[src/hw/rtl/sdr_pkg.sv]
// Shared types and constants of the SD card SPI multi-block stream reader.
// Used by every module of the block; depends on nothing.
package sdr_pkg;

  // Data block size and the width that counts data plus two CRC bytes
  localparam int BLOCK_BYTES = 512;
  localparam int BYTE_CNT_W  = $clog2(BLOCK_BYTES + 2);

  // Command queue between front and back
  localparam int CMDQ_DEPTH = 4;
  localparam int CMDQ_CNT_W = $clog2(CMDQ_DEPTH + 1);

  // Configuration register indexes
  localparam int          CFG_INDEX_W   = 2;
  localparam logic [1:0]  CFG_ATTEMPTS  = 2'd0;
  localparam logic [1:0]  CFG_WINDOW    = 2'd1;
  localparam logic [7:0]  ATTEMPTS_RESET = 8'd50;
  localparam logic [7:0]  WINDOW_RESET   = 8'd10;

  // Input operation codes
  localparam logic OP_START = 1'b0;
  localparam logic OP_REPLY = 1'b1;

  // Result kinds
  localparam logic [1:0] KIND_SEND   = 2'd0;
  localparam logic [1:0] KIND_POLL   = 2'd1;
  localparam logic [1:0] KIND_SAMPLE = 2'd2;
  localparam logic [1:0] KIND_DONE   = 2'd3;

  // Finish status
  localparam logic [7:0] STATUS_OK       = 8'd0;
  localparam logic [7:0] STATUS_REJECTED = 8'd1;

  // Bus bytes
  localparam logic [7:0] BYTE_IDLE   = 8'hFF;
  localparam logic [7:0] BYTE_TOKEN  = 8'hFE;
  localparam logic [7:0] BYTE_CRC    = 8'h95;
  localparam logic [7:0] BYTE_R1_OK  = 8'h00;
  localparam logic [7:0] CMD_PREFIX  = 8'b0100_0000;
  localparam logic [7:0] CMD_READ_MULTI = 8'd18;
  localparam logic [7:0] CMD_STOP       = 8'd12;

  typedef struct packed {
    logic        operation;
    logic [31:0] start_address;
    logic [31:0] last_sector;
    logic [7:0]  reply_byte;
  } in_item_t;

  typedef struct packed {
    logic [1:0] kind;
    logic [7:0] payload;
    logic       last;
  } out_item_t;

  // Word sequence the back end plays out for one input item
  typedef enum logic [2:0] {
    SEQ_POLL        = 3'd0,  // poll
    SEQ_ATTEMPT     = 3'd1,  // 0xFF, poll
    SEQ_CMD18       = 3'd2,  // CMD18 frame, poll
    SEQ_CMD12       = 3'd3,  // 0xFF, CMD12 frame, poll
    SEQ_SAMPLE_POLL = 3'd4,  // sample, poll
    SEQ_DONE        = 3'd5   // finish status
  } seq_op_t;

  typedef struct packed {
    seq_op_t     op;
    logic [31:0] arg;
  } cmd_t;

  typedef struct packed {
    logic full;
    logic empty;
  } cmdq_status_t;

endpackage

[src/hw/rtl/sdr_front.sv]
// Front end: config registers, transfer FSM, at most one command per item.
// Depends on sdr_pkg.
module sdr_front (
  input  logic                        clk,
  input  logic                        rst,
  input  logic                        accept,
  input  sdr_pkg::in_item_t           item,
  input  logic                        cfg_we,
  input  logic [sdr_pkg::CFG_INDEX_W-1:0] cfg_index,
  input  logic [7:0]                  cfg_data,
  output logic                        cmd_valid,
  output sdr_pkg::cmd_t               cmd
);
  import sdr_pkg::*;

  typedef enum logic [6:0] {
    PH_IDLE    = 7'b0000001,
    PH_READY   = 7'b0000010,
    PH_R1_READ = 7'b0000100,
    PH_TOKEN   = 7'b0001000,
    PH_DATA    = 7'b0010000,
    PH_R1_STOP = 7'b0100000,
    PH_BUSY    = 7'b1000000
  } phase_t;

  phase_t                phase, phase_next;
  logic [31:0]           address_hold, address_hold_next;
  logic [31:0]           final_sector, final_sector_next;
  logic [31:0]           sector_counter, sector_counter_next;
  logic [BYTE_CNT_W-1:0] byte_counter, byte_counter_next;
  logic [7:0]            poll_counter, poll_counter_next;
  logic [7:0]            attempt_counter, attempt_counter_next;
  logic [7:0]            attempt_limit;
  logic [7:0]            response_window;

  logic [7:0]            r;
  logic [7:0]            poll_inc;
  logic [7:0]            attempt_inc;
  logic [BYTE_CNT_W-1:0] byte_inc;

  assign r           = item.reply_byte;
  assign poll_inc    = poll_counter + 8'd1;
  assign attempt_inc = attempt_counter + 8'd1;
  assign byte_inc    = byte_counter + BYTE_CNT_W'(1);

  // Config registers
  always_ff @(posedge clk) begin
    if (rst) begin
      attempt_limit   <= ATTEMPTS_RESET;
      response_window <= WINDOW_RESET;
    end else if (cfg_we) begin
      if (cfg_index == CFG_ATTEMPTS) attempt_limit <= cfg_data;
      if (cfg_index == CFG_WINDOW)   response_window <= cfg_data;
    end
  end

  // Step the transfer for one accepted item
  always_comb begin
    phase_next           = phase;
    address_hold_next    = address_hold;
    final_sector_next    = final_sector;
    sector_counter_next  = sector_counter;
    byte_counter_next    = byte_counter;
    poll_counter_next    = poll_counter;
    attempt_counter_next = attempt_counter;
    cmd_valid            = 1'b0;
    cmd.op               = SEQ_POLL;
    cmd.arg              = 32'd0;
    if (accept) begin
      if (item.operation == OP_START) begin
        address_hold_next    = item.start_address;
        final_sector_next    = item.last_sector;
        sector_counter_next  = 32'd0;
        byte_counter_next    = '0;
        poll_counter_next    = 8'd0;
        attempt_counter_next = 8'd0;
        phase_next           = PH_READY;
        cmd_valid            = 1'b1;
        cmd.op               = SEQ_ATTEMPT;
      end else begin
        unique case (phase)
          PH_IDLE: begin
            cmd_valid = 1'b0;
          end
          PH_READY: begin
            cmd_valid = 1'b1;
            if (r == BYTE_IDLE) begin
              cmd.op            = SEQ_CMD18;
              cmd.arg           = address_hold;
              poll_counter_next = 8'd0;
              phase_next        = PH_R1_READ;
            end
          end
          PH_R1_READ: begin
            cmd_valid = 1'b1;
            if (r == BYTE_R1_OK) begin
              sector_counter_next = 32'd0;
              phase_next          = PH_TOKEN;
            end else begin
              poll_counter_next = poll_inc;
              if (poll_inc >= response_window) begin
                attempt_counter_next = attempt_inc;
                if (attempt_inc >= attempt_limit) begin
                  cmd.op     = SEQ_DONE;
                  cmd.arg    = {24'd0, STATUS_REJECTED};
                  phase_next = PH_IDLE;
                end else begin
                  cmd.op     = SEQ_ATTEMPT;
                  phase_next = PH_READY;
                end
              end
            end
          end
          PH_TOKEN: begin
            cmd_valid = 1'b1;
            if (r == BYTE_TOKEN) begin
              byte_counter_next = '0;
              phase_next        = PH_DATA;
            end
          end
          PH_DATA: begin
            cmd_valid         = 1'b1;
            byte_counter_next = byte_inc;
            if (byte_inc < BYTE_CNT_W'(BLOCK_BYTES + 2)) begin
              // data bytes go out as samples, CRC bytes are only polled past
              if (byte_counter < BYTE_CNT_W'(BLOCK_BYTES)) begin
                cmd.op  = SEQ_SAMPLE_POLL;
                cmd.arg = {24'd0, r};
              end
            end else if (sector_counter == final_sector) begin
              cmd.op            = SEQ_CMD12;
              poll_counter_next = 8'd0;
              phase_next        = PH_R1_STOP;
            end else begin
              sector_counter_next = sector_counter + 32'd1;
              phase_next          = PH_TOKEN;
            end
          end
          PH_R1_STOP: begin
            cmd_valid = 1'b1;
            if (r == BYTE_R1_OK) begin
              phase_next = PH_BUSY;
            end else begin
              poll_counter_next = poll_inc;
              if (poll_inc >= response_window) phase_next = PH_BUSY;
            end
          end
          PH_BUSY: begin
            cmd_valid = 1'b1;
            if (r == BYTE_IDLE) begin
              cmd.op     = SEQ_DONE;
              cmd.arg    = {24'd0, STATUS_OK};
              phase_next = PH_IDLE;
            end
          end
          default: begin
            phase_next = PH_IDLE;
          end
        endcase
      end
    end
  end

  // Hold transfer state
  always_ff @(posedge clk) begin
    if (rst) begin
      phase           <= PH_IDLE;
      address_hold    <= 32'd0;
      final_sector    <= 32'd0;
      sector_counter  <= 32'd0;
      byte_counter    <= '0;
      poll_counter    <= 8'd0;
      attempt_counter <= 8'd0;
    end else begin
      phase           <= phase_next;
      address_hold    <= address_hold_next;
      final_sector    <= final_sector_next;
      sector_counter  <= sector_counter_next;
      byte_counter    <= byte_counter_next;
      poll_counter    <= poll_counter_next;
      attempt_counter <= attempt_counter_next;
    end
  end

endmodule

[src/hw/rtl/sdr_cmd_fifo.sv]
// Short command queue between front and back; head always at entry zero.
// Depends on sdr_pkg.
module sdr_cmd_fifo (
  input  logic                  clk,
  input  logic                  rst,
  input  logic                  wr_en,
  input  sdr_pkg::cmd_t         wr_data,
  input  logic                  rd_en,
  output sdr_pkg::cmd_t         head,
  output sdr_pkg::cmdq_status_t status
);
  import sdr_pkg::*;

  cmd_t                  entries [CMDQ_DEPTH];
  logic [CMDQ_CNT_W-1:0] count;
  logic [CMDQ_CNT_W-1:0] wr_slot;

  assign wr_slot      = count - CMDQ_CNT_W'(rd_en);
  assign head         = entries[0];
  assign status.full  = (count == CMDQ_CNT_W'(CMDQ_DEPTH));
  assign status.empty = (count == '0);

  // Track fill level
  always_ff @(posedge clk) begin
    if (rst) begin
      count <= '0;
    end else begin
      count <= count + CMDQ_CNT_W'(wr_en) - CMDQ_CNT_W'(rd_en);
    end
  end

  // Shift down on read, write into the first free slot
  for (genvar i = 0; i < CMDQ_DEPTH; i++) begin : g_entry
    if (i < CMDQ_DEPTH - 1) begin : g_mid
      always_ff @(posedge clk) begin
        if (wr_en && (wr_slot == CMDQ_CNT_W'(i))) begin
          entries[i] <= wr_data;
        end else if (rd_en) begin
          entries[i] <= entries[i+1];
        end
      end
    end else begin : g_top
      always_ff @(posedge clk) begin
        if (wr_en && (wr_slot == CMDQ_CNT_W'(i))) begin
          entries[i] <= wr_data;
        end
      end
    end
  end

endmodule

[src/hw/rtl/sdr_back.sv]
// Back end: expands queued commands to words, one per cycle while popped.
// Depends on sdr_pkg.
module sdr_back (
  input  logic                  clk,
  input  logic                  rst,
  input  sdr_pkg::cmd_t         head,
  input  sdr_pkg::cmdq_status_t q_status,
  output logic                  q_pop,
  input  logic                  pop,
  output logic                  empty,
  output sdr_pkg::out_item_t    result
);
  import sdr_pkg::*;

  logic       out_valid;
  logic [2:0] idx;
  logic       load;
  out_item_t  word;

  // Pick the word at the current position of the head command
  always_comb begin
    word.kind    = KIND_POLL;
    word.payload = BYTE_IDLE;
    word.last    = 1'b0;
    unique case (head.op)
      SEQ_POLL: begin
        word.last = 1'b1;
      end
      SEQ_ATTEMPT: begin
        if (idx == 3'd0) word.kind = KIND_SEND;
        else             word.last = 1'b1;
      end
      SEQ_CMD18: begin
        word.kind = KIND_SEND;
        unique case (idx)
          3'd0:    word.payload = CMD_PREFIX | CMD_READ_MULTI;
          3'd1:    word.payload = head.arg[31:24];
          3'd2:    word.payload = head.arg[23:16];
          3'd3:    word.payload = head.arg[15:8];
          3'd4:    word.payload = head.arg[7:0];
          3'd5:    word.payload = BYTE_CRC;
          default: begin
            word.kind = KIND_POLL;
            word.last = 1'b1;
          end
        endcase
      end
      SEQ_CMD12: begin
        word.kind = KIND_SEND;
        unique case (idx)
          3'd0:    word.payload = BYTE_IDLE;
          3'd1:    word.payload = CMD_PREFIX | CMD_STOP;
          3'd2, 3'd3, 3'd4, 3'd5: word.payload = 8'd0;
          3'd6:    word.payload = BYTE_CRC;
          default: begin
            word.kind = KIND_POLL;
            word.last = 1'b1;
          end
        endcase
      end
      SEQ_SAMPLE_POLL: begin
        if (idx == 3'd0) begin
          word.kind    = KIND_SAMPLE;
          word.payload = head.arg[7:0];
        end else begin
          word.last = 1'b1;
        end
      end
      SEQ_DONE: begin
        word.kind    = KIND_DONE;
        word.payload = head.arg[7:0];
        word.last    = 1'b1;
      end
      default: begin
        word.last = 1'b1;
      end
    endcase
  end

  assign load  = !q_status.empty && (!out_valid || pop);
  assign q_pop = load && word.last;
  assign empty = !out_valid;

  // Advance position within the command
  always_ff @(posedge clk) begin
    if (rst) begin
      idx       <= 3'd0;
      out_valid <= 1'b0;
    end else begin
      if (load) begin
        idx       <= word.last ? 3'd0 : idx + 3'd1;
        out_valid <= 1'b1;
      end else if (pop) begin
        out_valid <= 1'b0;
      end
    end
  end

  // Hold the result word until taken
  always_ff @(posedge clk) begin
    if (load) result <= word;
  end

endmodule

[src/hw/rtl/sd_spi_multi_block_stream_reader_core.sv]
// SD card SPI multi-block read, host side: one item accepted per cycle while
// the command queue has room; results leave one word per cycle while popped.
// Item commands pass the queue; words are registered before they show.
// Each item expands to 0 to 8 result words, played out by the back end, so
// sustained input rate is set by the word count of each item's sequence.
// Synchronous reset clears state, queue and output; limit 50, window 10.
module sd_spi_multi_block_stream_reader_core (
  input  logic                            clk,
  input  logic                            rst,
  input  logic                            push,
  output logic                            full,
  input  sdr_pkg::in_item_t               item,
  output logic                            empty,
  input  logic                            pop,
  output sdr_pkg::out_item_t              result,
  input  logic                            cfg_valid,
  output logic                            cfg_ready,
  input  logic [sdr_pkg::CFG_INDEX_W-1:0] cfg_index,
  input  logic [7:0]                      cfg_data
);
  import sdr_pkg::*;

  logic         accept;
  logic         cmd_valid;
  cmd_t         cmd;
  cmd_t         head;
  cmdq_status_t q_status;
  logic         q_pop;

  assign cfg_ready = 1'b1;
  assign full      = q_status.full;
  assign accept    = push && !q_status.full;

  sdr_front u_front (
    .clk       (clk),
    .rst       (rst),
    .accept    (accept),
    .item      (item),
    .cfg_we    (cfg_valid && cfg_ready),
    .cfg_index (cfg_index),
    .cfg_data  (cfg_data),
    .cmd_valid (cmd_valid),
    .cmd       (cmd)
  );

  sdr_cmd_fifo u_queue (
    .clk     (clk),
    .rst     (rst),
    .wr_en   (cmd_valid),
    .wr_data (cmd),
    .rd_en   (q_pop),
    .head    (head),
    .status  (q_status)
  );

  sdr_back u_back (
    .clk      (clk),
    .rst      (rst),
    .head     (head),
    .q_status (q_status),
    .q_pop    (q_pop),
    .pop      (pop),
    .empty    (empty),
    .result   (result)
  );

endmodule

[config.mk]
export PLATFORM = sky130hd
export DESIGN_NAME = sd_spi_multi_block_stream_reader_core
export DESIGN_NICKNAME = d
export VERILOG_FILES = /design/src/hw/rtl/sdr_pkg.sv /design/src/hw/rtl/sdr_front.sv /design/src/hw/rtl/sdr_cmd_fifo.sv /design/src/hw/rtl/sdr_back.sv /design/src/hw/rtl/sd_spi_multi_block_stream_reader_core.sv
export SDC_FILE = /design/constraint.sdc
export NUM_CORES = 1
export LEC_CHECK = 0
export ABC_CLOCK_PERIOD_IN_PS = 7300
export BUFFER_PORTS_ARGS = -buffer_cell sky130_fd_sc_hd__buf_4
export CAP_MARGIN = 20
export CORE_UTILIZATION = 45
export DETAILED_ROUTE_END_ITERATION = 16
export MAX_ROUTING_LAYER = met4
export PLACE_DENSITY = 0.67
export SLEW_MARGIN = 40
export SYNTH_ARGS = -nofsm -noshare
export SYNTH_HDL_FRONTEND = slang
export SYNTH_SLANG_ARGS = --single-unit
[constraint.sdc]
create_clock -name clk -period 7.3 [get_ports clk]
set_clock_uncertainty 0.15 [all_clocks]
set_input_delay 1.46 -clock clk [delete_from_list [all_inputs] [get_ports clk]]
set_output_delay 1.46 -clock clk [all_outputs]
set_load 0.02 [all_outputs]
; ---- After elaboration in Yosys (flattened, before gate mapping)
; Memory sizes are Yosys's and may differ from the RTL's.
; Cells that the tools add are included.
[totals]
out_inout_bits = 14
register_bits = 163
ramBits = 140
elab_cells = 190
rom_bits = 0
mem_count = 1
in_bits = 88
latchBits = 0
[op_classes]
shifts = 0
n_lt_le_gt_ge = 4
add_sub_neg = 8
n_eq_ne = 43
n_reduce_logical = 32
n_mux = 83
n_bitwise = 4
n_div = 0
multipliers = 0
[mem_list]
columns = memory, depth, word_bits, read_ports, rd_ports_with_merged_regs, write_ports, line_no
row1 = u_queue.entries, 4, 35, 4, 0, 3, sdr_cmd_fifo.sv:14  ; cmd_t entries [CMDQ_DEPTH];
[op_table]
columns = cell, n
row1 = 2-to-1 mux 35 bit, 9
row2 = 2-to-1 mux 32 bit, 6
row3 = one-hot mux 35 bit (4 select lines), 1
row4 = 2-to-1 mux 8 bit, 9
row5 = one-hot mux 32 bit (2 select lines), 1
row6 = 2-to-1 mux 7 bit, 9
row7 = one-hot mux 7 bit (7 select lines), 1
row8 = one-hot mux 8 bit (3 select lines), 2
row9 = one-hot mux 8 bit (6 select lines), 1
row10 = OR reduction 35 bit, 1
row11 = 2-to-1 mux 34 bit, 1
row12 = adder 32 x 1 -> 32 bit (second input constant), 1
row13 = == test 32 bit, 1
row14 = one-hot mux 8 bit (4 select lines), 1
row15 = 2-to-1 mux 10 bit, 3
row16 = 2-to-1 mux 1 bit, 28
row17 = less-than comparator 10 bit (second input constant), 2
row18 = one-hot mux 10 bit (2 select lines), 1
row19 = == test 3 x 2 -> 1 bit (second input constant), 6
row20 = == test 3 bit (second input constant), 6
row21 = adder 8 x 1 -> 8 bit (second input constant), 2
row22 = == test 8 bit (second input constant), 2
row23 = greater-or-equal comparator 8 bit, 2
row24 = inequality test 3 x 2 -> 1 bit (second input constant), 5
row25 = 42 further kinds, 73

; ---- Longest topological paths before layout
; Gate-level depths: netlist of run 1.
[depth]
word_depth = 12
mapped_depth = 20
depth_no_buf = 16

; ---- By module
; From an unflattened synthesis of run 1, not the netlist that was laid out.
[unflattened]
hier_cells = 1432
hier_area_um2 = 15139.5
[by_module_without_submodules]
columns = mod, seq_area_each_um2, area_per_inst_um2, n_inst, cells_each
row1 = sdr_front, 2902.8, 7841.3, 1, 1012
row2 = sdr_cmd_fifo, 4264.1, 6077.1, 1, 287
row3 = sdr_back, 410.4, 1196.1, 1, 130
row4 = sd_spi_multi_block_stream_reader_core, 0.0, 25.0, 1, 3

; ---- Worst setup path after synthesis of run 1
; OpenSTA, ideal clock, no wires.
[synth_timing]
path_kind = input to register
start = input port pop
end = memory u_queue.entries[3][0] (netlist bit), enable pin
setup_time_ps = 471
t_required_ps = 6679
arrival_ps = 5514
path_slack_ps = 1166
stages = 10
path_buffers = 0
path_cell_list = inv_1 a21o_1 inv_1 nand2_1 inv_1 ha_1 ha_1 xor2_1 a311o_1 nor3_1
[synth_rtl]
columns = element, line_no
row1 = start: declaration, sd_spi_multi_block_stream_reader_core.sv:14  ; input logic pop,
row2 = end: declaration, sdr_cmd_fifo.sv:14

==> out/results.ini, run 1 <==
[critical_path]
worstSetupStartpointType = register
critPathLaunch = u_back.idx[2]$_SDFFE_PP0P_
setup.worst_path.end_class = register
rr_worst_depth = 15
worstReg2RegEnd = u_queue.entries[2][7]$_DFFE_PP_
path_max_fanout = 33
reg2reg_slack_ns = 1.96
timing.rr.start = u_back.idx[2]$_SDFFE_PP0P_
critical-path-max-stage-delay_ns = 0.65
crit_chain = inv_1 -> ha_1 -> o41ai_1 -> a21oi_1 -> a21oi_1 -> nand2_1 -> inv_1 -> ha_1 -> ha_1 -> xor2_1 -> a311o_1 -> or3_1 -> nor2b_4 -> buf_4 -> mux2_2
arrival_ns = 5.44
required_ns = 7.40
crit_end = u_queue.entries[2][7]$_DFFE_PP_
slowest_stage = dfxtp_1
worstSetupPathType = register to register
path_common_cell = ha_1

[sta]
max_slew_margin_pct = 44.1
finalSetupTns_ns = 0
fmax_mhz = 187
setup_ws_ns = 1.96
min_period_over_period_pct = 73.2
worst_slew_pin_slew_ns = 0.833
hold_viol_final = 0
timing.final.crit_period_ns = 5.34
grt_setup_unrepaired = no
final-max-slew-violation-count = 0
finalSetupViolations = 0

[routing]
dr.first_iter.drc_count = 1005
drc = 3
wl_per_cell_um = 16.4
vias_per_cell = 5.50
num_vias = 10900
drt_wl_total_mm = 32.5
postRouteAntennaNets = 0
drt_pre_antenna_iters = 13

[floorplan]
die_h_um = 180
die-area_sq_mm = 0.0323
initial_core_util_pct = 46.1
core-area_sq_mm = 0.0308
die_w_um = 180
rows = 64
io_pins = 102

[power]
seqPwrFrac_pct = 44.8
p_leak_nw = 6.19
intPower_mw = 3.98
max-vdd-ir-drop_mv = 0.396
powerDensity_mw_per_mm2 = 354
p_sw_mw = 1.82
pwr-share-clk_pct = 28.3
combPwrFrac_pct = 26.8
netSwitchingFraction_pct = 31.4

[run]
cap_viol_max_count = 0

[clock_tree]
clk_path_buf_depth = 3
clk_pin_slew_ns = 0.06
postCtsHoldBufs = 0
cts_setup_buffers = 0
cts.sinks = 303
cts_tree = done
ctsResizeCount = 0
clkLatencyLatePin_ns = 0.51
root_buffer = clkbuf_16
numCtsBuffers = 34
cts_max_level = 2

[finish]
fill_cells = 2707
finalNonFillerCells = 1981
fin_util_pct = 53.3
final-seq-area_sq_mm = 0.00758
area.growth.synth_to_final_pct = 15.6
fin_nets = 1677
drive_gt1_share_pct = 14.6
final_area_sq_mm = 0.0164
multi_input_area_sq_mm = 0.00609

[global_route]
grt_pass1_vias = 10100
grt_max_degree = 86
grt_pass1_wl_mm = 52.7
grt_use_met1_pct = 28.1
top_usage_layer = met2
grt_use_met3_pct = 3.02
overflow = 0
grt_usage_pct = 20.6
grt_use_met2_pct = 31.9
grt_antenna_before_repair = 1

[logic_synthesis]
ys_seq_area_share_pct = 53.3
yosys-top-cells-count = 295 x nand2_1, 152 x dfxtp_1, 151 x edfxtp_1
avgSynthCellArea_sq_um = 9.50
yosys.area_share.simple_pct = 18.3
synth_fa_ha_area_share_pct = 2.70
netlist-cell-type-count = 72
synth-xor-area-share_pct = 3.39
synth_warnings = 0
synth-async-reset-ratio_pct = 0
synthCells = 1496
yosysMostFrequentCell = nand2_1
synth_compound_area_share_pct = 14.6
synth_top_family_by_area = simple AND/OR/NAND/NOR gates
synth_area_leaders = edfxtp_1 32%, dfxtp_1 21%, nand2_1 7.8%, a21oi_1 4.6%, o21ai_0 4.4%
syn-cell-area_sq_mm = 0.0142
synth_nets = 1614
ys_seq_elements = 303
muxShareOfSynthArea_pct = 3.30
synth_edf_count = 151
ys.flop_type = dfxtp_1
yosys.area.top_type = edfxtp_1
synth_top_area_share_pct = 31.9

[place]
dp_hpwl_mm = 22.4
dp_slack_ns = 1.83
dpl.cell_count = 1919
port_buffers = 100
place_area_sq_mm = 0.0153
place.gp.congestion = 0.916

[outcome]
failed_checks = DRC
status = finished with violations

[hold_path]
hp-start = u_front.address_hold[22]$_SDFFE_PP0P_
min_path_type = register to register

power groups by stage:
stage	registers, mW	logic [mW]	clock network (mW)
detailed placement	2.64	1.55	0
floorplan	2.60	1.04	0
global placement	2.63	1.40	0
global route	2.64	1.73	1.76
CTS	2.61	1.56	1.68
finish	2.60	1.56	1.64
worst min-delay path by stage:
stage,end,slack (ns),depth (start not counted)
5_1_grt,u_front.address_hold[22]$_SDFFE_PP0P_,0.33,2
4_1_cts,u_front.address_hold[25]$_SDFFE_PP0P_,0.31,2
3_3_place_gp,u_front.address_hold[5]$_SDFFE_PP0P_,0.30,2
2_1_floorplan,u_front.address_hold[0]$_SDFFE_PP0P_,0.29,2
6_report,u_front.address_hold[22]$_SDFFE_PP0P_,0.30,2
3_5_place_dp,u_front.address_hold[16]$_SDFFE_PP0P_,0.30,2
area by class of cell:
| type | instances | share of cell area, % |
|---|---|---|
| clock buffers | 52 | 6.08 |
| flip-flops and latches | 303 | 46.1 |
| clock inverters | 9 | 0.518 |
| repair buffers | 112 | 5.63 |
| diodes | 1 | 0.0152 |
| well taps | 396 | 3.02 |
| inverters | 67 | 1.53 |
| multi-input cells | 1041 | 37.1 |
stage by stage:
| step | power [mW] | hold slack, ns |
|---|---|---|
| floorplan | 3.64 | 0.287 |
| detailed placement | 4.19 | 0.300 |
| finish | 5.81 | 0.303 |
| global placement | 4.03 | 0.297 |
| CTS | 5.85 | 0.308 |
| global route | 6.12 | 0.332 |
critical path, delay by kind of cell (launching register included):
family | cells | cell delay [ns]
buf+inv | 3 | 0.77
fa+ha+maj | 3 | 0.82
flops | 1 | 0.65
xor+xnor | 1 | 0.18
mux | 1 | 0.38
simple gates | 3 | 1.03
compound gates | 4 | 1.11
metal layers:
metal / share of wire (%) / up-vias
li1: - / 5399
met1: 47 / 5174
met3: 5.1 / 46
met2: 46 / 272
met5: 0 / -
met4: 1.9 / 0
cells by family (layout without fill, tap and decap cells):
group | count (synthesis) | count (layout)
XOR/XNOR | 55 | 55
multiplexers | 43 | 43
other | 1 | 2
AND/OR/NAND/NOR | 561 | 561
AO/OA/AOI/OAI | 351 | 351
adder cells (fa/ha/maj) | 30 | 30
buffers and inverters | 152 | 240
flip-flops | 303 | 303
sequential cells by signal, summed over array words and instances, names as in the netlist:
register / flops
u_back.idx: 3
u_back.out_valid: 1
u_back.result: 11
u_front.address_hold: 32
u_front.attempt_counter: 8
u_front.attempt_limit: 8
u_front.byte_counter: 10
u_front.final_sector: 32
u_front.phase: 7
u_front.poll_counter: 8
u_front.response_window: 8
u_front.sector_counter: 32
u_queue.count: 3
u_queue.entries: 140
layout by cell type (no fill, tap or decap), drive strengths merged, types with 26 or more instances in the layout:
| master | synthesis | layout |
|---|---|---|
| nor2 | 90 | 90 |
| dfxtp | 152 | 152 |
| mux2 | 31 | 31 |
| nand2 | 295 | 295 |
| edfxtp | 151 | 151 |
| or3 | 26 | 26 |
| o21ai | 128 | 128 |
| clkbuf | 69 | 52 |
| a21oi | 131 | 131 |
| inv | 67 | 68 |
| xnor2 | 42 | 42 |
| ha | 29 | 29 |
| buf | 16 | 112 |
Note: power is estimated with default switching activity, not from simulation.
==> run 2, diff against run 1 <==
--- a/config.mk
+++ b/config.mk
@@ -5,13 +5,14 @@
 export SDC_FILE = /design/constraint.sdc
 export NUM_CORES = 1
 export LEC_CHECK = 0
-export ABC_CLOCK_PERIOD_IN_PS = 7300
+export ABC_AREA = 1
+export ABC_CLOCK_PERIOD_IN_PS = 4600
 export BUFFER_PORTS_ARGS = -buffer_cell sky130_fd_sc_hd__buf_4
 export CAP_MARGIN = 20
 export CORE_UTILIZATION = 45
 export DETAILED_ROUTE_END_ITERATION = 16
 export MAX_ROUTING_LAYER = met4
-export PLACE_DENSITY = 0.67
+export PLACE_DENSITY = 0.7
 export SLEW_MARGIN = 40
 export SYNTH_ARGS = -nofsm -noshare
 export SYNTH_HDL_FRONTEND = slang
==> constraint.sdc (replaced) <==
create_clock -name clk -period 4.6 [get_ports clk]
set_clock_uncertainty 0.15 [all_clocks]
set_input_delay 0.92 -clock clk [delete_from_list [all_inputs] [get_ports clk]]
set_output_delay 0.92 -clock clk [all_outputs]
set_load 0.02 [all_outputs]
==> out/results.ini, run 2 <==
[finish]
largest_register_ffs = 140  ; unchanged
final_cell_mix = 498 x nand2_1, 201 x nand3_1, 184 x nor2_1
fin_nets = 2098  ; +25%
drive_gt1_share_pct = 10.8  ; -3.8 points
layout_commonest_cell = nand2_1
fill_cells = 3136  ; +16%
finalNonFillerCells = 2453  ; +24%
n_antenna_cell = 0  ; -1
area.growth.synth_to_final_pct = 14.3
regMostFlops = u_queue.entries
fin_util_pct = 52.1  ; -1.2 points

[routing]
drt_wl_total_mm = 37.2  ; +15%
num_vias = 12900  ; +18%
drc = 0  ; -3
drt_pre_antenna_iters = 5  ; -8
wl_per_cell_um = 15.2  ; -7.4%
dr.first_iter.drc_count = 1041  ; +3.6%
vias_per_cell = 5.24  ; -4.7%
postRouteAntennaNets = 0  ; unchanged

[critical_path]
worstSetupPathType = register to register
setup.worst_path.end_class = register
worstSetupStartpointType = register
timing.rr.start = u_back.idx[0]$_SDFFE_PP0P_
arrival_ns = 4.18  ; -1.26 ns
critPathLaunch = u_back.idx[0]$_SDFFE_PP0P_
critical-path-max-stage-delay_ns = 0.44  ; -0.21 ns
path_max_fanout = 59  ; +79%
cp.depth = 21  ; +6
required_ns = 4.75  ; -2.65 ns
worst-path-buf-inv = 5  ; +2
crit_chain = inv_1 -> ha_1 -> nand2_2 -> inv_2 -> nor2_1 -> nand3_2 -> nor2_4 -> nand2_2 -> clkinv_2 -> o21ai_2 -> nand2_4 -> nand2_4 -> clkinv_4 -> ha_1 -> ha_1 -> xor2_1 -> nor3_1 -> nand3_1 -> nand2_2 -> inv_4 -> o21ai_0
rr_worst_depth = 21  ; +6
crit_family = simple AND/OR/NAND/NOR gates
slowest_stage = inv_4

[power]
pwr-share-clk_pct = 26.2  ; -2.1 points
seqPwrFrac_pct = 41.9  ; -2.9 points
p_sw_mw = 3.75  ; +110%
combPwrFrac_pct = 31.8  ; +5.0 points
netSwitchingFraction_pct = 36.6  ; +5.2 points
p_leak_nw = 7.07  ; +14%
intPower_mw = 6.50  ; +63%
total_power_mw = 10.2  ; +76%
powerDensity_mw_per_mm2 = 588  ; +66%
max-vdd-ir-drop_mv = 0.442  ; +12%

[clock_tree]
ctsResizeCount = 0  ; unchanged
cts_setup_buffers = 0  ; unchanged
root_buffer = clkbuf_16
numCtsBuffers = 31  ; -8.8%
clk_path_buf_depth = 3  ; unchanged
clk_pin_slew_ns = 0.06  ; about the same
clkLatencyLatePin_ns = 0.57  ; +0.06 ns
postCtsHoldBufs = 0  ; unchanged
cts.sinks = 303  ; unchanged
cts_tree = done
cts_max_level = 1  ; -1

[place]
dpl.cell_count = 2395  ; +25%
dp_hpwl_mm = 26.6  ; +19%
place.gp.congestion = 0.949  ; +3.6%
port_buffers = 100  ; unchanged

[sta]
worst_slew_pin_slew_ns = 0.755  ; -0.0770 ns
timing.final.crit_period_ns = 4.03  ; -1.31 ns
min_period_over_period_pct = 87.6  ; +14 points
finalSetupTns_ns = 0  ; unchanged
worst_hold_slack_ns = 0.313  ; +0.00926 ns
max_slew_margin_pct = 49.2  ; +5.1 points
fmax_mhz = 248  ; +33%
finalSetupViolations = 0  ; unchanged
hold_viol_final = 0  ; unchanged
grt_setup_unrepaired = no
final-max-slew-violation-count = 0  ; unchanged

[outcome]
status = finished, final reports clean

[global_route]
overflow = 0  ; unchanged
grt_pass1_wl_mm = 60.5  ; +15%
grt_pass1_vias = 12100  ; +19%
grt_max_degree = 89  ; +3.5%
grt_usage_pct = 22.4  ; +1.8 points
grt_antenna_before_repair = 0  ; -1

[floorplan]
die-area_sq_mm = 0.0346  ; +7.2%
die_h_um = 186  ; +3.5%
initial_core_util_pct = 45.6  ; -0.53 points
die_w_um = 186  ; +3.5%
rows = 67  ; +4.7%
core-area_sq_mm = 0.0334  ; +8.5%
io_pins = 102  ; unchanged

[logic_synthesis]
ys.flop_type = dfxtp_1
synth_warnings = 0  ; unchanged
synth-async-reset-ratio_pct = 0  ; unchanged
avgSynthCellArea_sq_um = 7.93  ; -16%
netlist-cell-type-count = 49  ; -32%
synth_edf_count = 151  ; unchanged
yosys.area.top_type = edfxtp_1
yosys-top-cells-count = 499 x nand2_1, 201 x nand3_1, 185 x nor2_1
synth_nets = 2039  ; +26%
ys_seq_elements = 303  ; unchanged
ys_seq_area_share_pct = 49.7  ; -3.6 points
synth_area_leaders = edfxtp_1 30%, dfxtp_1 20%, nand2_1 12%, nand3_1 6.6%, nor2_1 4.6%
yosysMostFrequentCell = nand2_1
synthCells = 1921  ; +28%
synth_top_area_share_pct = 29.8  ; -2.2 points
syn-cell-area_sq_mm = 0.0152  ; +7.3%

[hold_path]
min_path_type = register to register
hp-start = u_front.address_hold[17]$_SDFFE_PP0P_
worstHoldPathCells = 2  ; unchanged

[run]
cap_viol_max_count = 0  ; unchanged

run 2: layout make-up:
class	instances	area, sq um	share of cell area [%]
inverter	174	662	3.80
sequential	303	7580	43.5
timing repair buffer	118	927	5.32
tap	448	561	3.22
multi-input combinational	1352	6580	37.8
clock buffer	38	872	5.01
clock inverter	20	241	1.39
run 2: path summary, 6_finish.rpt:
check | endpoint | slack, ns
worst min-delay path | u_front.address_hold[17]$_SDFFE_PP0P_ | 0.31
worst max register to register | u_queue.entries[2][15]$_DFFE_PP_ | 0.57
worst min register to register | u_front.address_hold[17]$_SDFFE_PP0P_ | 0.31
worst max-delay path | u_queue.entries[2][15]$_DFFE_PP_ | 0.57
run 2: through the flow:
stage               setup slack [ns]  area (sq um)
detailed placement             0.327         16300
global placement               0.503         16300
CTS                            0.312         17400
finish                         0.568         17400
floorplan                     0.0160         15300
global route                   0.184         17400
run 2: metal layers:
metal	global-route usage (%)	up-vias	part of all wire, %
li1	-	6491	-
met1	29.4	5974	46
met2	36.3	335	47
met3	2.72	54	5.4
met4	6.36	0	2.4
met5	-	-	0
run 2: cell families (layout without fill, tap and decap cells):
kind of cell	after synthesis	after routing	synth area share (%)
AND/OR/NAND/NOR	972	972	27.1
buffers and inverters	266	350	7.32
flip-flops	303	303	49.7
adder cells (fa/ha/maj)	30	30	2.51
other	1	1	0.0246
AO/OA/AOI/OAI	299	299	10.4
XOR/XNOR	50	50	2.87
run 2: power groups by stage:
stage | Clock (mW) | Sequential [mW] | Combinational [mW]
2_1_floorplan | 0 | 4.32 | 2.41
3_3_place_gp | 0 | 4.33 | 3.18
3_5_place_dp | 0 | 4.36 | 3.26
4_1_cts | 2.74 | 4.30 | 3.27
5_1_grt | 2.84 | 4.38 | 3.68
6_report | 2.69 | 4.30 | 3.26
run 2: worst reg2reg max path: stages (launching register included):
cell	delay (ns)
dfxtp_1	0.38
inv_1	0.09
ha_1	0.23
nand2_2	0.12
inv_2	0.07
nor2_1	0.11
nand3_2	0.10
nor2_4	0.13
nand2_2	0.11
clkinv_2	0.09
o21ai_2	0.08
nand2_4	0.10
nand2_4	0.08
clkinv_4	0.08
ha_1	0.21
ha_1	0.18
xor2_1	0.39
nor3_1	0.08
nand3_1	0.13
nand2_2	0.18
inv_4	0.44
o21ai_0	0.22
==> run 3, diff against run 2 <==
--- a/config.mk
+++ b/config.mk
@@ -6,13 +6,13 @@
 export NUM_CORES = 1
 export LEC_CHECK = 0
 export ABC_AREA = 1
-export ABC_CLOCK_PERIOD_IN_PS = 4600
+export ABC_CLOCK_PERIOD_IN_PS = 4900
 export BUFFER_PORTS_ARGS = -buffer_cell sky130_fd_sc_hd__buf_4
 export CAP_MARGIN = 20
 export CORE_UTILIZATION = 45
 export DETAILED_ROUTE_END_ITERATION = 16
 export MAX_ROUTING_LAYER = met4
-export PLACE_DENSITY = 0.7
+export PLACE_DENSITY = 0.67
 export SLEW_MARGIN = 40
 export SYNTH_ARGS = -nofsm -noshare
 export SYNTH_HDL_FRONTEND = slang
==> constraint.sdc (replaced) <==
create_clock -name clk -period 4.9 [get_ports clk]
set_clock_uncertainty 0.15 [all_clocks]
set_input_delay 0.98 -clock clk [delete_from_list [all_inputs] [get_ports clk]]
set_output_delay 0.98 -clock clk [all_outputs]
set_load 0.02 [all_outputs]
==> out/results.ini, run 3 (synthesized netlist as in run 2, its figures left out) <==
[routing]
vias_per_cell = 5.26  ; +0.34%
num_vias = 12900  ; +0.46%
drc = 0  ; unchanged
dr.first_iter.drc_count = 1055  ; +1.3%
postRouteAntennaNets = 0  ; unchanged
drt_pre_antenna_iters = 8  ; +3
wl_per_cell_um = 15.3  ; +0.92%
drt_wl_total_mm = 37.6  ; +1.0%

[power]
combPwrFrac_pct = 31.3  ; -0.5 points
p_leak_nw = 7.02  ; -0.66%
max-vdd-ir-drop_mv = 0.382  ; -14%
intPower_mw = 5.98  ; -7.9%
seqPwrFrac_pct = 42.9  ; +1.0 points
p_sw_mw = 3.46  ; -7.7%
powerDensity_mw_per_mm2 = 545  ; -7.4%
pwr-share-clk_pct = 25.8  ; -0.4 points
netSwitchingFraction_pct = 36.7  ; +0.044 points

[clock_tree]
cts_max_level = 2  ; +1
clk_path_buf_depth = 3  ; unchanged
numCtsBuffers = 34  ; +9.7%
ctsResizeCount = 0  ; unchanged
cts_tree = done
clk_pin_slew_ns = 0.06  ; about the same
clkLatencyLatePin_ns = 0.51  ; -0.06 ns
postCtsHoldBufs = 0  ; unchanged
cts.sinks = 303  ; unchanged
cts_setup_buffers = 0  ; unchanged
root_buffer = clkbuf_16

[critical_path]
rr_worst_depth = 21  ; unchanged
worstSetupPathType = register to register
reg2reg_slack_ns = 0.44  ; -0.13 ns
arrival_ns = 4.54  ; +0.36 ns
worstSetupStartpointType = register
required_ns = 4.98  ; +0.23 ns
worstReg2RegEnd = u_queue.entries[2][26]$_DFFE_PP_
setup.worst_path.end_class = register
timing.rr.start = u_back.idx[0]$_SDFFE_PP0P_
path_max_fanout = 59  ; unchanged
crit_end = u_queue.entries[2][26]$_DFFE_PP_
critPathLaunch = u_back.idx[0]$_SDFFE_PP0P_

[finish]
fin_util_pct = 51.8  ; -0.27 points
area.growth.synth_to_final_pct = 13.7
final-seq-area_sq_mm = 0.00758  ; unchanged
fin_nets = 2101  ; +0.14%
final_cell_mix = 498 x nand2_1, 201 x nand3_1, 184 x nor2_1
multi_input_area_sq_mm = 0.00658  ; unchanged
largest_register_ffs = 140  ; unchanged
layout_commonest_cell = nand2_1
drive_gt1_share_pct = 10.4  ; -0.41 points
regMostFlops = u_queue.entries
n_antenna_cell = 0  ; unchanged
fill_cells = 3184  ; +1.5%

[floorplan]
core-area_sq_mm = 0.0334  ; unchanged
die_h_um = 186  ; unchanged
die-area_sq_mm = 0.0346  ; unchanged
initial_core_util_pct = 45.6  ; unchanged
die_w_um = 186  ; unchanged
io_pins = 102  ; unchanged
rows = 67  ; unchanged

[hold_path]
min_path_type = register to register

[sta]
grt_setup_unrepaired = no
finalSetupTns_ns = 0  ; unchanged
finalSetupViolations = 0  ; unchanged
timing.final.crit_period_ns = 4.46  ; +0.431 ns
final-max-slew-violation-count = 0  ; unchanged
hold_viol_final = 0  ; unchanged
max_slew_margin_pct = 48.3  ; -0.98 points
worst_slew_pin_slew_ns = 0.770  ; +0.0146 ns
fmax_mhz = 224  ; -9.7%
min_period_over_period_pct = 91.1  ; +3.4 points

[global_route]
grt_pass1_vias = 11900  ; -1.2%
overflow = 0  ; unchanged
grt_usage_pct = 22.8  ; +0.39 points
grt_max_degree = 65  ; -27%
grt_antenna_before_repair = 0  ; unchanged
grt_pass1_wl_mm = 60.8  ; +0.51%

[run]
cap_viol_max_count = 0  ; unchanged

[outcome]
status = finished, final reports clean

[place]
dp_hpwl_mm = 26.8  ; +0.56%
port_buffers = 100  ; unchanged
place.gp.congestion = 0.996  ; +5.0%

run 3: how the worst min path moves through the flow:
| stage | cells past startpoint | endpoint | slack, ns | startpoint |
|---|---|---|---|---|
| floorplan | 2 | u_front.attempt_limit[2]$_SDFFE_PP0P_ | 0.29 | u_front.attempt_limit[2]$_SDFFE_PP0P_ |
| global placement | 2 | u_front.address_hold[1]$_SDFFE_PP0P_ | 0.30 | u_front.address_hold[1]$_SDFFE_PP0P_ |
| detailed placement | 2 | u_front.address_hold[1]$_SDFFE_PP0P_ | 0.30 | u_front.address_hold[1]$_SDFFE_PP0P_ |
| CTS | 2 | u_front.address_hold[1]$_SDFFE_PP0P_ | 0.31 | u_front.address_hold[1]$_SDFFE_PP0P_ |
| global route | 2 | u_front.address_hold[8]$_SDFFE_PP0P_ | 0.33 | u_front.address_hold[8]$_SDFFE_PP0P_ |
| finish | 2 | u_front.address_hold[1]$_SDFFE_PP0P_ | 0.31 | u_front.address_hold[1]$_SDFFE_PP0P_ |
run 3: power by group through the flow:
stage               Combinational [mW]  Sequential (mW)  Clock [mW]
finish                            2.95             4.05        2.44
global route                      3.36             4.12        2.59
CTS                               2.98             4.05        2.47
detailed placement                2.96             4.10           0
global placement                  2.86             4.08           0
floorplan                         2.27             4.05           0
run 3: critical path, cell delays in order, from the launching register on:
cell and delay [ns]:
dfxtp_1 0.34, ha_1 0.20, ha_1 0.29, nor2_1 0.20
nand3_2 0.12, nor2_4 0.15, nand2_2 0.10, clkinv_2 0.08
o21ai_2 0.08, nand2_4 0.09, nand2_4 0.07, clkinv_4 0.08
ha_1 0.21, inv_1 0.06, ha_1 0.33, inv_1 0.10
nor3_1 0.20, nand3_1 0.13, nand2_2 0.24, clkinv_2 0.57
nand2_1 0.23, o21ai_0 0.11
run 3: per-stage QoR:
step	cells	setup WS (ns)	total power, mW	instance area, sq um	hold slack, ns
2_1_floorplan	1921	0.256	6.32	15300	0.285
3_3_place_gp	2395	0.803	6.95	16300	0.299
3_5_place_dp	2395	0.572	7.06	16300	0.304
4_1_cts	2456	0.495	9.50	17300	0.312
5_1_grt	2456	0.0486	10.1	17300	0.335
6_report	2456	0.438	9.44	17300	0.310
run 3: cell type report:
class	instances	share of cell area, %
Multi-Input combinational cell	1352	38.0
Tap cell	448	3.24
Timing Repair Buffer	118	5.11
Clock inverter	15	0.607
Clock buffer	46	5.52
Inverter	174	3.83
Sequential cell	303	43.7
run 3: per-layer routing:
layer / vias to the layer above / share of wire, % / track usage (%)
li1: 6501 / - / -
met5: - / 0 / -
met2: 356 / 47 / 36.6
met3: 74 / 4.8 / 2.64
met1: 5982 / 45 / 29.7
met4: 0 / 2.9 / 7.77
